File: src/sv/a2k_pkg.sv
`default_nettype none

package a2k_pkg;

    localparam logic       CMD_TYPE = 1'b0;
    localparam logic       CMD_LOAD = 1'b1;

    localparam logic [1:0] ST_KEY    = 2'd0;
    localparam logic [1:0] ST_MISS   = 2'd1;
    localparam logic [1:0] ST_STORED = 2'd2;
    localparam logic [1:0] ST_FULL   = 2'd3;

    localparam logic [7:0] SHIFT_KEY = 8'd16;
    localparam logic [7:0] CODE_SPACE = 8'd32;
    localparam logic [7:0] CODE_TAB   = 8'd9;
    localparam logic [7:0] CODE_ENTER = 8'd13;
    localparam logic [7:0] CASE_OFFSET = 8'd32;

    localparam logic [7:0] CHR_SPACE = 8'h20;
    localparam logic [7:0] CHR_TAB   = 8'h09;
    localparam logic [7:0] CHR_LF    = 8'h0A;
    localparam logic [7:0] CHR_ZERO  = 8'h30;
    localparam logic [7:0] CHR_NINE  = 8'h39;
    localparam logic [7:0] CHR_UP_A  = 8'h41;
    localparam logic [7:0] CHR_UP_Z  = 8'h5A;
    localparam logic [7:0] CHR_LO_A  = 8'h61;
    localparam logic [7:0] CHR_LO_Z  = 8'h7A;

    // event sequence shapes
    typedef enum logic [1:0] {
        SEQ_STATUS,   // one status word
        SEQ_PAIR,     // press, release
        SEQ_LOWER,    // press, release, shift release
        SEQ_WRAP      // shift press, press, release, shift release
    } t_seq;

    typedef struct packed {
        t_seq       seq;
        logic [7:0] code;
    } t_plan;

    typedef struct packed {
        logic signed [8:0] code;
        logic [7:0]        match;
    } t_entry;

    typedef struct packed {
        logic accept;
        logic search;
        logic load_hit;
        logic load_miss;
        logic emit;
    } t_dp_cmd;

    typedef struct packed {
        logic is_load;
        logic fixed;
        logic hit;
        logic miss;
        logic out_free;
        logic emit_last;
    } t_dp_stat;

    function automatic logic is_fixed(input logic [7:0] ch);
        return (ch >= CHR_ZERO && ch <= CHR_NINE) || (ch >= CHR_UP_A && ch <= CHR_UP_Z) ||
               (ch >= CHR_LO_A && ch <= CHR_LO_Z) || ch == CHR_SPACE || ch == CHR_TAB ||
               ch == CHR_LF;
    endfunction

    function automatic t_plan fixed_plan(input logic [7:0] ch);
        t_plan p;
        p.seq  = SEQ_PAIR;
        p.code = ch;
        if (ch >= CHR_UP_A && ch <= CHR_UP_Z) begin
            p.seq = SEQ_WRAP;
        end else if (ch >= CHR_LO_A && ch <= CHR_LO_Z) begin
            p.seq  = SEQ_LOWER;
            p.code = ch - CASE_OFFSET;
        end else if (ch == CHR_SPACE) begin
            p.code = CODE_SPACE;
        end else if (ch == CHR_TAB) begin
            p.code = CODE_TAB;
        end else if (ch == CHR_LF) begin
            p.code = CODE_ENTER;
        end
        return p;
    endfunction

    function automatic t_plan table_plan(input logic signed [8:0] v);
        t_plan      p;
        logic [9:0] neg;
        neg = 10'd0 - {v[8], v};
        if (v[8]) begin
            p.seq  = SEQ_WRAP;
            // magnitude 256 saturates
            p.code = neg[8] ? 8'hFF : neg[7:0];
        end else begin
            p.seq  = SEQ_PAIR;
            p.code = v[7:0];
        end
        return p;
    endfunction

endpackage

`default_nettype wire

File: src/sv/a2k_ctrl.sv
`default_nettype none

module a2k_ctrl (
    input  wire                i_clk,
    input  wire                i_rst_n,
    input  wire                i_in_valid,
    output logic               o_in_ready,
    input  a2k_pkg::t_dp_stat  i_stat,
    output a2k_pkg::t_dp_cmd   o_cmd
);
    import a2k_pkg::*;

    localparam logic [1:0] S_IDLE   = 2'd0;
    localparam logic [1:0] S_SEARCH = 2'd1;
    localparam logic [1:0] S_EMIT   = 2'd2;

    logic [1:0] r_state;
    logic [1:0] n_state;
    logic       w_accept;

    assign o_in_ready = (r_state == S_IDLE);
    assign w_accept   = i_in_valid && o_in_ready;

    always_comb begin
        n_state = r_state;
        o_cmd   = '0;
        unique case (r_state)
            S_IDLE: begin
                if (w_accept) begin
                    o_cmd.accept = 1'b1;
                    n_state = (i_stat.is_load || i_stat.fixed) ? S_EMIT : S_SEARCH;
                end
            end
            S_SEARCH: begin
                o_cmd.search = 1'b1;
                if (i_stat.hit) begin
                    o_cmd.load_hit = 1'b1;
                    n_state = S_EMIT;
                end else if (i_stat.miss) begin
                    o_cmd.load_miss = 1'b1;
                    n_state = S_EMIT;
                end
            end
            S_EMIT: begin
                if (i_stat.out_free) begin
                    o_cmd.emit = 1'b1;
                    if (i_stat.emit_last) begin
                        n_state = S_IDLE;
                    end
                end
            end
            default: n_state = S_IDLE;
        endcase
    end

    always_ff @(posedge i_clk) begin
        if (!i_rst_n) begin
            r_state <= S_IDLE;
        end else begin
            r_state <= n_state;
        end
    end

    a_last_to_idle: assert property (@(posedge i_clk) disable iff (!i_rst_n)
        o_cmd.emit && i_stat.emit_last |=> r_state == S_IDLE)
        else $error("controller did not return to idle after last word");

    a_load_skips_search: assert property (@(posedge i_clk) disable iff (!i_rst_n)
        w_accept && i_stat.is_load |=> r_state == S_EMIT)
        else $error("table load entered search");

endmodule

`default_nettype wire

File: src/sv/a2k_datapath.sv
`default_nettype none

module a2k_datapath #(
    parameter int TABLE_DEPTH = 64
) (
    input  wire                i_clk,
    input  wire                i_rst_n,
    input  a2k_pkg::t_dp_cmd   i_cmd,
    output a2k_pkg::t_dp_stat  o_stat,
    input  wire                i_in_load,
    input  wire [7:0]          i_in_char,
    input  wire [7:0]          i_entry_char,
    input  wire signed [8:0]   i_entry_code,
    output logic               o_out_valid,
    input  wire                i_out_ready,
    output logic [7:0]         o_key_code,
    output logic               o_key_release,
    output logic [1:0]         o_status,
    output logic               o_last
);
    import a2k_pkg::*;

    localparam int CNT_W = $clog2(TABLE_DEPTH + 1);
    localparam int AW    = (TABLE_DEPTH > 1) ? $clog2(TABLE_DEPTH) : 1;
    localparam logic [CNT_W-1:0] DEPTH_C = CNT_W'(TABLE_DEPTH);

    t_entry           r_mem [TABLE_DEPTH];
    t_entry           r_rd_word;
    logic             r_rd_valid;
    logic [CNT_W-1:0] r_count;
    logic [CNT_W-1:0] r_ptr;
    logic [7:0]       r_char;
    t_seq             r_seq;
    logic [7:0]       r_code;
    logic [1:0]       r_stat_code;
    logic [1:0]       r_step;

    logic             w_full;
    logic             w_issue;
    t_plan            w_fixed;
    t_plan            w_tab;
    logic [7:0]       w_code;
    logic             w_rel;
    logic [1:0]       w_status;
    logic             w_last;

    assign w_full  = (r_count == DEPTH_C);
    assign w_issue = i_cmd.search && (r_ptr < r_count);
    assign w_fixed = fixed_plan(i_in_char);
    assign w_tab   = table_plan(r_rd_word.code);

    assign o_stat.is_load   = (i_in_load == CMD_LOAD);
    assign o_stat.fixed     = is_fixed(i_in_char);
    assign o_stat.hit       = r_rd_valid && (r_rd_word.match == r_char);
    assign o_stat.miss      = !r_rd_valid && (r_ptr >= r_count);
    assign o_stat.out_free  = !o_out_valid || i_out_ready;
    assign o_stat.emit_last = w_last;

    // current word of the event sequence
    always_comb begin
        w_code   = r_code;
        w_rel    = 1'b0;
        w_status = ST_KEY;
        w_last   = 1'b0;
        case (r_seq)
            SEQ_STATUS: begin
                w_code   = 8'd0;
                w_status = r_stat_code;
                w_last   = 1'b1;
            end
            SEQ_PAIR: begin
                w_rel  = r_step[0];
                w_last = (r_step == 2'd1);
            end
            SEQ_LOWER: begin
                w_rel  = (r_step != 2'd0);
                w_last = (r_step == 2'd2);
                if (r_step == 2'd2) begin
                    w_code = SHIFT_KEY;
                end
            end
            SEQ_WRAP: begin
                w_rel  = r_step[1];
                w_last = (r_step == 2'd3);
                if (r_step == 2'd0 || r_step == 2'd3) begin
                    w_code = SHIFT_KEY;
                end
            end
            default: begin
                w_last = 1'b1;
            end
        endcase
    end

    // table memory
    always_ff @(posedge i_clk) begin
        if (i_cmd.accept && o_stat.is_load && !w_full) begin
            r_mem[r_count[AW-1:0]] <= '{code: i_entry_code, match: i_entry_char};
        end
        if (w_issue) begin
            r_rd_word <= r_mem[r_ptr[AW-1:0]];
        end
    end

    always_ff @(posedge i_clk) begin
        if (!i_rst_n) begin
            r_count    <= '0;
            r_rd_valid <= 1'b0;
            r_step     <= 2'd0;
        end else begin
            r_rd_valid <= w_issue;
            if (i_cmd.accept && o_stat.is_load && !w_full) begin
                r_count <= r_count + 1'b1;
            end
            if (i_cmd.accept || i_cmd.load_hit || i_cmd.load_miss) begin
                r_step <= 2'd0;
            end else if (i_cmd.emit) begin
                r_step <= r_step + 1'b1;
            end
        end
    end

    always_ff @(posedge i_clk) begin
        if (i_cmd.accept) begin
            r_char <= i_in_char;
            r_ptr  <= '0;
            if (o_stat.is_load) begin
                r_seq       <= SEQ_STATUS;
                r_stat_code <= w_full ? ST_FULL : ST_STORED;
            end else begin
                r_seq  <= w_fixed.seq;
                r_code <= w_fixed.code;
            end
        end else if (w_issue) begin
            r_ptr <= r_ptr + 1'b1;
        end
        if (i_cmd.load_hit) begin
            r_seq  <= w_tab.seq;
            r_code <= w_tab.code;
        end else if (i_cmd.load_miss) begin
            r_seq       <= SEQ_STATUS;
            r_stat_code <= ST_MISS;
        end
    end

    // output register
    always_ff @(posedge i_clk) begin
        if (!i_rst_n) begin
            o_out_valid <= 1'b0;
        end else if (i_cmd.emit) begin
            o_out_valid <= 1'b1;
        end else if (i_out_ready) begin
            o_out_valid <= 1'b0;
        end
    end

    always_ff @(posedge i_clk) begin
        if (i_cmd.emit) begin
            o_key_code    <= w_code;
            o_key_release <= w_rel;
            o_status      <= w_status;
            o_last        <= w_last;
        end
    end

    a_count_bound: assert property (@(posedge i_clk) disable iff (!i_rst_n)
        r_count <= DEPTH_C)
        else $error("entry count beyond table depth");

    a_full_keeps_count: assert property (@(posedge i_clk) disable iff (!i_rst_n)
        i_cmd.accept && o_stat.is_load && w_full |=> $stable(r_count))
        else $error("load into full table changed count");

    a_store_bumps_count: assert property (@(posedge i_clk) disable iff (!i_rst_n)
        i_cmd.accept && o_stat.is_load && !w_full |=> r_count == $past(r_count) + 1'b1)
        else $error("stored entry did not advance count");

endmodule

`default_nettype wire

File: src/sv/ascii_to_keystroke_encoder_top.sv
// text byte to key event encoder
//
// input stream: one word per command. tuser[0] selects typing a character (0) or
// appending a lookup table entry (1). output stream: one word per key event or
// status, tlast on the final word of each input word.
//
// a load gives one status word: entry stored, or table full (entry dropped).
// digits, letters, space, tab and newline use fixed sequences of two to four
// events. other bytes are searched in the table, first match first, one entry
// per cycle through the table memory's single read port; a miss gives one status.
//
// for fixed and load words the controller moves from accept straight to emit, where
// the output register takes the first word; a table byte passes through search first,
// which ends at the first hit or after every stored entry is read (no read if empty).
// a new input word is taken only once the last result word of the previous one is
// emitted; the event emitter moves one word per cycle while the output register is free.
//
// reset empties the table; no clearing pass is needed. when the receiver stalls,
// the output register holds its word and the emitter waits; the next input word is
// accepted while the final result of the previous one is still held.
`default_nettype none

module ascii_to_keystroke_encoder_top #(
    parameter int TABLE_DEPTH = 64
) (
    input  wire         i_clk,
    input  wire         i_rst_n,
    input  wire         i_s_axis_tvalid,
    output logic        o_s_axis_tready,
    input  wire [31:0]  i_s_axis_tdata,   // character, entry_char, entry_code, zero pad
    input  wire [0:0]   i_s_axis_tuser,   // cmd
    output logic        o_m_axis_tvalid,
    input  wire         i_m_axis_tready,
    output logic [15:0] o_m_axis_tdata,   // key_code, key_release, zero pad
    output logic [1:0]  o_m_axis_tuser,   // status
    output logic        o_m_axis_tlast
);
    import a2k_pkg::*;

    t_dp_cmd    w_cmd;
    t_dp_stat   w_stat;
    logic [7:0] w_key_code;
    logic       w_key_release;

    a2k_ctrl u_ctrl (
        .i_clk      (i_clk),
        .i_rst_n    (i_rst_n),
        .i_in_valid (i_s_axis_tvalid),
        .o_in_ready (o_s_axis_tready),
        .i_stat     (w_stat),
        .o_cmd      (w_cmd)
    );

    a2k_datapath #(
        .TABLE_DEPTH (TABLE_DEPTH)
    ) u_datapath (
        .i_clk         (i_clk),
        .i_rst_n       (i_rst_n),
        .i_cmd         (w_cmd),
        .o_stat        (w_stat),
        .i_in_load     (i_s_axis_tuser[0]),
        .i_in_char     (i_s_axis_tdata[7:0]),
        .i_entry_char  (i_s_axis_tdata[15:8]),
        .i_entry_code  (i_s_axis_tdata[24:16]),
        .o_out_valid   (o_m_axis_tvalid),
        .i_out_ready   (i_m_axis_tready),
        .o_key_code    (w_key_code),
        .o_key_release (w_key_release),
        .o_status      (o_m_axis_tuser),
        .o_last        (o_m_axis_tlast)
    );

    assign o_m_axis_tdata = {7'd0, w_key_release, w_key_code};

endmodule

`default_nettype wire

File: config.mk
export PLATFORM = sky130hd
export DESIGN_NAME = ascii_to_keystroke_encoder_top
export DESIGN_NICKNAME = d
export VERILOG_FILES = /design/src/sv/a2k_pkg.sv /design/src/sv/a2k_ctrl.sv /design/src/sv/a2k_datapath.sv /design/src/sv/ascii_to_keystroke_encoder_top.sv
export SDC_FILE = /design/constraint.sdc
export NUM_CORES = 1
export LEC_CHECK = 0
export BUFFER_PORTS_ARGS = -buffer_cell sky130_fd_sc_hd__clkbuf_2
export CORE_ASPECT_RATIO = 1.1
export CORE_MARGIN = 3
export CORE_UTILIZATION = 35
export CTS_CLUSTER_DIAMETER = 100
export DETAILED_ROUTE_END_ITERATION = 10
export PLACE_DENSITY_LB_ADDON = 0.25
export SLEW_MARGIN = 30
export SYNTH_ARGS = -nofsm -noshare
export SYNTH_HDL_FRONTEND = slang
export SYNTH_SLANG_ARGS = --single-unit
export TNS_END_PERCENT = 5
File: constraint.sdc
create_clock -name i_clk -period 3.25 [get_ports i_clk]
set_input_delay 0.325 -clock i_clk [delete_from_list [all_inputs] [get_ports i_clk]]
set_output_delay 0.325 -clock i_clk [all_outputs]
set_load 0.03 [all_outputs]
# Word level (Yosys, flattened, before mapping)
# Memories as Yosys holds them, arrays and structs flattened. A register that Yosys moved wholly into a read port is not among the register bits.
# Index checks and enable logic that the tools add are counted.
[totals]
regBits = 52
ramBits = 1088
in_bits = 37
output_inout_bits = 21
wordCells = 124
memories = 1
[memory_table]
columns = ["memory", "words", "word_bits", "read_ports", "rd_ports_with_merged_regs", "write_ports", "line_no", "text"]
rows = [
  ["u_datapath.r_mem", 64, 17, 1, 1, 1, "a2k_datapath.sv:27", "t_entry r_mem [TABLE_DEPTH];"],
]
[classes]
add_sub_neg = 5
n_lt_le_gt_ge = 8
n_eq_ne = 18
mux = 45
n_bitwise = 1
reduce_logical = 32
[ops]
columns = ["op", "n"]
rows = [
  ["two-way mux 8 bit", 11],
  ["two-way mux 2 bit", 16],
  ["one-hot mux 8 bit (3 select lines)", 1],
  ["equality test 8 x 4 -> 1 bit (second input constant)", 2],
  ["greater-or-equal comparator 8 x 7 -> 1 bit (second input constant)", 2],
  ["less-or-equal comparator 8 x 7 -> 1 bit (second input constant)", 2],
  ["adder 7 x 1 -> 7 bit (second input constant)", 2],
  ["two-way mux 1 bit", 12],
  ["equality test 2 bit (second input constant)", 5],
  ["logical OR 1 bit", 10],
  ["two-way mux 10 bit", 1],
  ["logical AND 1 bit", 9],
  ["subtractor 1 x 9 -> 9 bit (first input constant)", 1],
  ["equality test 8 x 6 -> 1 bit (second input constant)", 1],
  ["equality test 8 bit", 1],
  ["greater-or-equal comparator 8 x 6 -> 1 bit (second input constant)", 1],
  ["less-or-equal comparator 8 x 6 -> 1 bit (second input constant)", 1],
  ["subtractor 8 x 6 -> 8 bit (second input constant)", 1],
  ["equality test 7 bit (second input constant)", 1],
  ["greater-or-equal comparator 7 bit", 1],
  ["less-than comparator 7 bit", 1],
  ["equality test 2 x 1 -> 1 bit (second input constant)", 3],
  ["logical NOT 2 bit", 3],
  ["inequality test 2 x 1 -> 1 bit (second input constant)", 3],
  ["14 further kinds", 18],
]

# Logic depth before layout (Yosys ltp)
# Gate-level depths: netlist (run 1).
[logic_depth]
depth_word = 11
ltp_mapped = 11
depth_no_buf = 7

# Hierarchy
# From an unflattened synthesis (run 1), not the netlist that was laid out.
[hier_totals]
hier_cells = 2210
hier_area_um2 = 45362.3
[by_module_without_submodules]
columns = ["module", "instances", "cells_per_inst", "area_each_um2"]
rows = [
  ["a2k_datapath", 1, 2185, 45164.6],
  ["a2k_ctrl", 1, 16, 133.9],
  ["ascii_to_keystroke_encoder_top", 1, 9, 63.8],
]

# Worst setup path after synthesis (run 1)
# No wires, ideal clock.
[synth_path]
path_kind = "register to register"
startpoint = "register u_datapath.r_count[4]"
endpoint = "register, netlist name u_datapath.r_rd_word[0]"
setup_time_ps = 392
arrival_ps = 2296
setup_slack_ps = 562
stages_incl_launch_ff = 8
path_buffers = 1
cell_sequence = "dfxtp_1 > clkbuf_1 > inv_1 > ha_1 > a21oi_1 > o21ai_0 > or2_2 > nor2_1"
[synth_via]
elab_chain_cells = 2
[synth_lines]
columns = ["element", "line_no", "text"]
rows = [
  ["start, declared", "a2k_datapath.sv:30", "logic [CNT_W-1:0] r_count;"],
  ["start signal, assigned", "a2k_datapath.sv:113", "r_count <= r_count + 1'b1;"],
  ["less-than comparator 7 bit", "a2k_datapath.sv:48", "assign w_issue = i_cmd.search && (r_ptr < r_count);"],
  ["logical AND 1 bit", "a2k_datapath.sv:48", ""],
  ["via u_datapath.w_issue", "a2k_datapath.sv:39", "logic w_issue;"],
]
# The timed path passes the listed nets, and every way through them passes these cells.
# A chain may end at the register's enable or synchronous reset.

# Worst setup path in the final report (run 1)
[layout_path]
startpoint = "register u_datapath.r_ptr[2]"
endpoint = "register, netlist name u_datapath.r_rd_word[9]"
[layout_via]
elab_chain_cells = 2
[layout_lines]
columns = ["element", "line_no", "text"]
rows = [
  ["start, declared", "a2k_datapath.sv:31", "logic [CNT_W-1:0] r_ptr;"],
  ["start signal, assigned", "a2k_datapath.sv:135", "r_ptr <= r_ptr + 1'b1;"],
  ["less-than comparator 7 bit", "a2k_datapath.sv:48", ""],
  ["logical AND 1 bit", "a2k_datapath.sv:48", ""],
]
# Several ways; a longest one is shown, not always the timed one.

==> results of run 1 <==
## final cells by class
cell class                      instances  area, um2
Fill cell                           11200      75600
Sequential cell                      1157      34500
Multi-Input combinational cell        905      10000
Clock buffer                          144       2940
Tap cell                             1668       2090
Timing Repair Buffer                  227       1780
Clock inverter                         64        688
Inverter                               23       86.3
Antenna cell                            3       7.51
## critical path, cell delays in order (launching register included)
cell and delay [ps]:
sky130_fd_sc_hd__dfxtp_4 650, sky130_fd_sc_hd__nor2b_1 680, sky130_fd_sc_hd__and2_1 430, sky130_fd_sc_hd__a22oi_1 300, sky130_fd_sc_hd__a311oi_1 360, sky130_fd_sc_hd__buf_4 200, sky130_fd_sc_hd__a211o_1 110
## timing repair
item,CTS,global route
hold buffers,11,0
hold endpoints to repair,15,0
resized for setup,0,0
## through the flow
stage                     power, mW  instances
after detailed placement       17.7       3968
after CTS                      30.5       4187
after floorplan                17.2       2201
final                          30.2       4191
after global placement         17.6       3968
after global routing           31.1       4188
## flip-flops by register name, summed over array words and instances, names as in the netlist
| register | cells |
|---|---|
| u_datapath.o_key_code | 8 |
| u_datapath.r_rd_word | 17 |
| u_datapath.o_key_release | 1 |
| u_datapath.r_code | 8 |
| u_datapath.o_last | 1 |
| u_datapath.o_out_valid | 1 |
| u_datapath.r_ptr | 7 |
| u_ctrl.r_state | 2 |
| u_datapath.o_status | 2 |
| u_datapath.r_rd_valid | 1 |
| u_datapath.r_stat_code | 2 |
| u_datapath.r_step | 2 |
| u_datapath.r_seq | 2 |
| u_datapath.r_count | 7 |
| u_datapath.r_char | 8 |
| u_datapath.r_mem | 1088 |
## synth_stat cells (19+ instances only)
master and instances:
sky130_fd_sc_hd__dfxtp_1 22, sky130_fd_sc_hd__mux2i_1 47, sky130_fd_sc_hd__buf_6 19, sky130_fd_sc_hd__nand2_1 55, sky130_fd_sc_hd__a22oi_1 70, sky130_fd_sc_hd__nor2b_1 25, sky130_fd_sc_hd__o21ai_0 25, sky130_fd_sc_hd__inv_1 22
sky130_fd_sc_hd__o22ai_1 24, sky130_fd_sc_hd__clkbuf_1 28, sky130_fd_sc_hd__buf_4 28, sky130_fd_sc_hd__nand3_1 41, sky130_fd_sc_hd__nor2_1 108, sky130_fd_sc_hd__edfxtp_1 1135, sky130_fd_sc_hd__mux4_2 245, sky130_fd_sc_hd__buf_2 32
## cell families (layout without fill, tap and decap cells)
group           after synthesis  count (layout)
flops                      1157            1157
xor+xnor                     17              17
simple gates                321             321
compound gates              227             227
other cells                   1              10
buf+inv                     139             458
mux                         315             315
fa+ha+maj                    18              18
## final timing paths
kind,from,to,slack (ps),cells past startpoint
worst max-delay path,u_datapath.r_ptr[2]$_SDFFE_PP0P_,u_datapath.r_rd_word[9]$_DFFE_PP_,350,6
worst min-delay path,i_s_axis_tdata[13],u_datapath.r_mem[44][5]$_DFFE_PP_,60,1
worst max register to register,u_datapath.r_ptr[2]$_SDFFE_PP0P_,u_datapath.r_rd_word[9]$_DFFE_PP_,350,6
worst min register to register,u_datapath.r_stat_code[1]$_DFF_P_,u_datapath.r_stat_code[1]$_DFF_P_,470,2
## layer usage
layer	part of all wire, %	global-route usage (%)	up-vias
met2	48	27.8	722
li1	-	-	9596
met5	0.024	0	-
met1	43	23.8	12000
met4	2.8	5.43	4
met3	5.6	2.51	161
## power groups by stage
stage	combinational, mW	sequential [mW]	clock [mW]
after floorplan	0.396	16.8	0
after global placement	0.827	16.8	0
after detailed placement	0.864	16.8	0
after CTS	0.880	16.5	13.1
after global routing	0.944	16.5	13.7
final	0.872	16.5	12.8
## layout by cell type, fill, tap and decap left out, types with 7 or more instances in the layout
cell type,synthesis,layout
sky130_fd_sc_hd__o21ai_0,25,25
sky130_fd_sc_hd__and3_1,9,9
sky130_fd_sc_hd__clkbuf_16,0,111
sky130_fd_sc_hd__mux2i_1,47,47
sky130_fd_sc_hd__clkbuf_1,28,29
sky130_fd_sc_hd__mux2_2,13,13
sky130_fd_sc_hd__dfxtp_1,22,17
sky130_fd_sc_hd__dlygate4sd3_1,0,11
sky130_fd_sc_hd__a211oi_1,15,15
sky130_fd_sc_hd__mux4_2,245,245
sky130_fd_sc_hd__and2_1,15,15
sky130_fd_sc_hd__o211ai_1,7,7
sky130_fd_sc_hd__clkinv_1,0,21
sky130_fd_sc_hd__nand3_1,41,41
sky130_fd_sc_hd__a22oi_1,70,70
sky130_fd_sc_hd__a31oi_1,11,11
sky130_fd_sc_hd__a21oi_1,16,16
sky130_fd_sc_hd__buf_12,4,10
sky130_fd_sc_hd__ha_1,18,18
sky130_fd_sc_hd__nand2_1,55,55
sky130_fd_sc_hd__xnor2_1,14,14
sky130_fd_sc_hd__o22ai_1,24,24
sky130_fd_sc_hd__a211o_1,10,10
sky130_fd_sc_hd__nor2_1,108,105
sky130_fd_sc_hd__mux4_1,10,10
sky130_fd_sc_hd__nor2b_1,25,25
sky130_fd_sc_hd__nor3_1,18,18
sky130_fd_sc_hd__edfxtp_1,1135,1135
sky130_fd_sc_hd__nand2b_1,15,15
sky130_fd_sc_hd__inv_1,22,22
sky130_fd_sc_hd__conb_1,1,7
sky130_fd_sc_hd__clkinv_2,0,18
sky130_fd_sc_hd__buf_4,28,165
sky130_fd_sc_hd__clkbuf_2,0,33
sky130_fd_sc_hd__nand4_1,7,7
sky130_fd_sc_hd__bufinv_16,0,11
==> results.yml, run 1 <==
power_and_ir_drop:
  clock_power_share_pct: 42.5
  vdd.ir_drop.worst_mv: 0.442
  power_frac_seq_pct: 54.6
  switching_share_pct: 20.4
  combinational_power_share_pct: 2.9
  switchingPower_mw: 6.16
  p_leak_nw: 16.1
  cell_int_power_mw: 24.0
  total_power_density_per_cell_area_nw_per_um2: 579
logic_synthesis:
  syn_inst: 2195
  ys_warn_count: 0
  ys_seq_area_share_pct: 76.1
  synth_simple_gate_area_share_pct: 3.45
  post_synth_num_cell_types: 68
  synth-main-ff-cell: "sky130_fd_sc_hd__edfxtp_1"
  yosys-mux-area-fraction_pct: 14.1
  synth_top_cells_by_area: "sky130_fd_sc_hd__edfxtp_1, sky130_fd_sc_hd__mux4_2, sky130_fd_sc_hd__a22oi_1"
  fraction_of_the_mapped_netlist_area_in_adder_cells_pct: 0.496
  syn-mean-instance-area_um2: 20.7
  number_of_enable_type_register_cells_in_the_synthesized_netlist: 1135
  synthesis.area_um2: 45400
  yosysTopAreaCell: "sky130_fd_sc_hd__edfxtp_1"
  postSynthRegisterBits: 1157
  yosysTopAreaCellShare_pct: 75.1
  synth_xor_area_share_pct: 0.328
  synthArstFlopShare_pct: 0
  main_combinational_cell_family_by_area_after_synthesis: "multiplexers"
  synth_compound_gate_area_share_pct: 3.59
worst_setup_path:
  critPathKind: "reg -> reg"
  timing.critical_path.required_ps: 3830
  timing.critical_path.fanout_max: 23
  worst_setup_path_start_kind: "flop"
  critPathArrivalTime_ps: 3480
  setup.worst_path.end_class: "flop"
timing:
  fin_setup_tns_ps: 0
  tightest_slew_ps: 920
  whs_ps: 55.6
  drv_slew: 0
  timing.fmax_mhz: 345
  slew_headroom_pct: 38.7
  hold_viol: 0
  setup_failing_eps_final: 0
  period_needed_ps: 2900
  grt_setup_unrepaired: "no"
  period_share_pct: 89.3
  clock-skew-final_ps: 33.9
  layout_setup_ws_ps: 348
floorplanning:
  chipWidth_um: 349
  fp-row-count: 137
  die_height_um: 384
  floorplan.initialDensity_pct: 35.5
  ports_placed_on_the_boundary: 58
  die_area_um2: 134000
  coreArea_um2: 128000
drt:
  wl_per_cell_um: 27.2
  firstDrtPassIters: 6
  drc: 0
  initialDrtViolationCount: 2070
  total_number_of_vias: 22500
  final_antenna_net_count: 0
  post_drt_via_cell_ratio: 5.37
  wl_mm: 114
hold_path:
  class_of_the_tightest_hold_or_removal_check: "in -> reg"
layout:
  area_growth_syn_to_layout_pct: 14.9
  finish.instance_area_um2: 52100
  design.final.nets: 2480
  finish.utilization_pct: 40.8
  fraction_of_layout_cells_with_a_size_suffix_above_1_pct: 25.8
clock_tree:
  cts.root.buffer_cell: "sky130_fd_sc_hd__clkbuf_16"
  cts_tree: "yes"
  h-tree-depth: 3
  postCtsSetupRepairBufs: 0
  ctsLongestPathBuffers: 3
  tritoncts.num_buffers: 111
  clock_insertion_delay_worst_skew_ps: 720
  clock-sinks: 1157
  clk_transition_reported_paths_ps: 60
place:
  dpl-instance-area_um2: 48400
  globalplace.congestion: 0.829
  port_buffers: 43
  hpwl_mm: 70.9
  post-place-ws_ps: 357
grt:
  grt.overflow.total: 0
  grt_start_max_net_pins: 65
  first_global_vias: 23300
  global_route_wire_length_before_repair_mm: 165
  globalRouteTotalUtil_pct: 17.1
  antenna_found_initial: 4
status:
  outcome: "complete, no violations"
run:
  maxCapViolations: 0
(Power assumes the default switching activity.)
==> run 2: changes to the inputs <==
--- a/config.mk
+++ b/config.mk
@@ -11,6 +11,7 @@
 export CORE_UTILIZATION = 35
 export CTS_CLUSTER_DIAMETER = 100
 export DETAILED_ROUTE_END_ITERATION = 10
+export HOLD_SLACK_MARGIN = 0.06
 export PLACE_DENSITY_LB_ADDON = 0.25
 export SLEW_MARGIN = 30
 export SYNTH_ARGS = -nofsm -noshare
==> run 2 against run 1 <==
Core utilization about the same. Total power barely moved. Largest cell class unchanged. Cell count unchanged. Critical path type unchanged. Critical endpoint is now u_datapath.r_rd_word[3]$_DFFE_PP_. Sequential cell count stayed put.
==> results.yml, run 2 (synthesis gave the netlist of run 1 again) <==
floorplanning:
  ports_placed_on_the_boundary: 58
  floorplan.initialDensity_pct: 35.5
  chipWidth_um: 349
  die_area_um2: 134000
  coreArea_um2: 128000
  die_height_um: 384
  fp-row-count: 137
drt:
  drc: 0
  initialDrtViolationCount: 2180
  wl_per_cell_um: 27.2
  wl_mm: 114
  post_drt_via_cell_ratio: 5.37
  total_number_of_vias: 22500
  final_antenna_net_count: 0
  firstDrtPassIters: 7
clock_tree:
  cts.root.buffer_cell: "sky130_fd_sc_hd__clkbuf_16"
  h-tree-depth: 3
  postCtsSetupRepairBufs: 0
  post_cts_repair_resize_count: 0
  clock-sinks: 1157
  clk_transition_reported_paths_ps: 60
  clock_insertion_delay_worst_skew_ps: 720
  ctsLongestPathBuffers: 3
  cts_tree: "yes"
  cts_hold_buffers: 11
  tritoncts.num_buffers: 111
layout:
  design.final.nets: 2481
  finish.instance_area_um2: 52100
  fraction_of_layout_cells_with_a_size_suffix_above_1_pct: 25.8
  layout.cells.most_common_list: "sky130_fd_sc_hd__edfxtp_1, sky130_fd_sc_hd__mux4_2, sky130_fd_sc_hd__buf_4"
  most_frequent_standard_cell_in_the_layout_excluding_fill_and_tap_cells: "sky130_fd_sc_hd__edfxtp_1"
  largest_register_ffs: 1088
  area_growth_syn_to_layout_pct: 14.9
status:
  outcome: "complete, no violations"
grt:
  grt.overflow.total: 0
  first_global_vias: 23300
  global_route_wire_length_before_repair_mm: 165
  antenna_found_initial: 3
  grt_start_max_net_pins: 65
  globalRouteTotalUtil_pct: 17.1
hold_path:
  class_of_the_tightest_hold_or_removal_check: "in -> reg"
worst_setup_path:
  worst_setup_path_start_kind: "flop"
  critPathArrivalTime_ps: 3350
  setup.worst_path.end_class: "flop"
  timing.critical_path.required_ps: 3710
  critPathKind: "reg -> reg"
  timing.critical_path.fanout_max: 23
timing:
  clock-skew-final_ps: 34.0
  hold_viol: 0
  drv_slew: 0
  setup_failing_eps_final: 0
  grt_setup_unrepaired: "no"
  fin_setup_tns_ps: 0
  timing.fmax_mhz: 346
  tightest_slew_ps: 943
  period_needed_ps: 2890
  slew_headroom_pct: 37.1
  period_share_pct: 89.0
place:
  globalplace.congestion: 0.829
  port_buffers: 43
  hpwl_mm: 70.9
  dpl-instance-area_um2: 48400
power_and_ir_drop:
  p_leak_nw: 16.1
  vdd.ir_drop.worst_mv: 0.442
  total_power_density_per_cell_area_nw_per_um2: 579
run:
  maxCapViolations: 0
[run 2: cell types whose count changed in the layout (fill, tap and decap cells not counted)]
cell / delta
sky130_fd_sc_hd__dlygate4sd3_1: +1
sky130_fd_sc_hd__diode_2: -1
[run 2: path summary, 6_finish.rpt]
check	cells past startpoint	start	slack [ps]	end
worst max-delay path	6	u_datapath.r_ptr[0]$_SDFFE_PP0P_	360	u_datapath.r_rd_word[3]$_DFFE_PP_
worst min-delay path	1	i_s_axis_tdata[19]	100	u_datapath.r_mem[44][11]$_DFFE_PP_
worst min register to register	2	u_datapath.r_stat_code[1]$_DFF_P_	470	u_datapath.r_stat_code[1]$_DFF_P_
worst max register to register	6	u_datapath.r_ptr[0]$_SDFFE_PP0P_	360	u_datapath.r_rd_word[3]$_DFFE_PP_
[run 2: area by class of cell]
cell class / instances / area [um2]
fillers: 11200 / 75600
flip-flops and latches: 1157 / 34500
multi-input cells: 905 / 10000
clock buffers: 144 / 2940
well taps: 1668 / 2090
repair buffers: 228 / 1790
clock inverters: 64 / 688
inverters: 23 / 86.3
diodes: 2 / 5.00
[run 2: critical path: stages, from the launching register on]
cell                       delay [ps]
sky130_fd_sc_hd__dfxtp_4          630
sky130_fd_sc_hd__buf_12           270
sky130_fd_sc_hd__mux4_2           530
sky130_fd_sc_hd__a22oi_1          550
sky130_fd_sc_hd__a311oi_1         180
sky130_fd_sc_hd__buf_4            190
sky130_fd_sc_hd__a211o_1          240
[run 2: metrics by stage]
stage	total power [mW]	util, %	hold WS [ps]	cells	setup WS [ps]
after floorplan	17.2	-	424	2201	562
after CTS	30.5	40.8	68.2	4187	338
after global placement	17.6	37.9	468	3968	353
after detailed placement	17.7	37.9	461	3968	357
after global routing	31.1	40.8	103	4189	261
final	30.2	40.8	104	4191	359
[run 2: layer usage]
layer | wire [um] | vias to the layer above | GRT usage [%]
met3 | 6140 | 160 | 2.51
met4 | 3180 | 2 | 5.43
met5 | 12 | - | 0
li1 | - | 9593 | -
met2 | 55400 | 689 | 27.8
met1 | 49500 | 12000 | 23.8
[run 2: power by group]
part / leakage (nW) / internal [mW] / switching (mW)
Combinational: 3.94 / 0.279 / 0.594
Sequential: 10.4 / 16.5 / 0.0394
Clock: 1.76 / 7.29 / 5.54
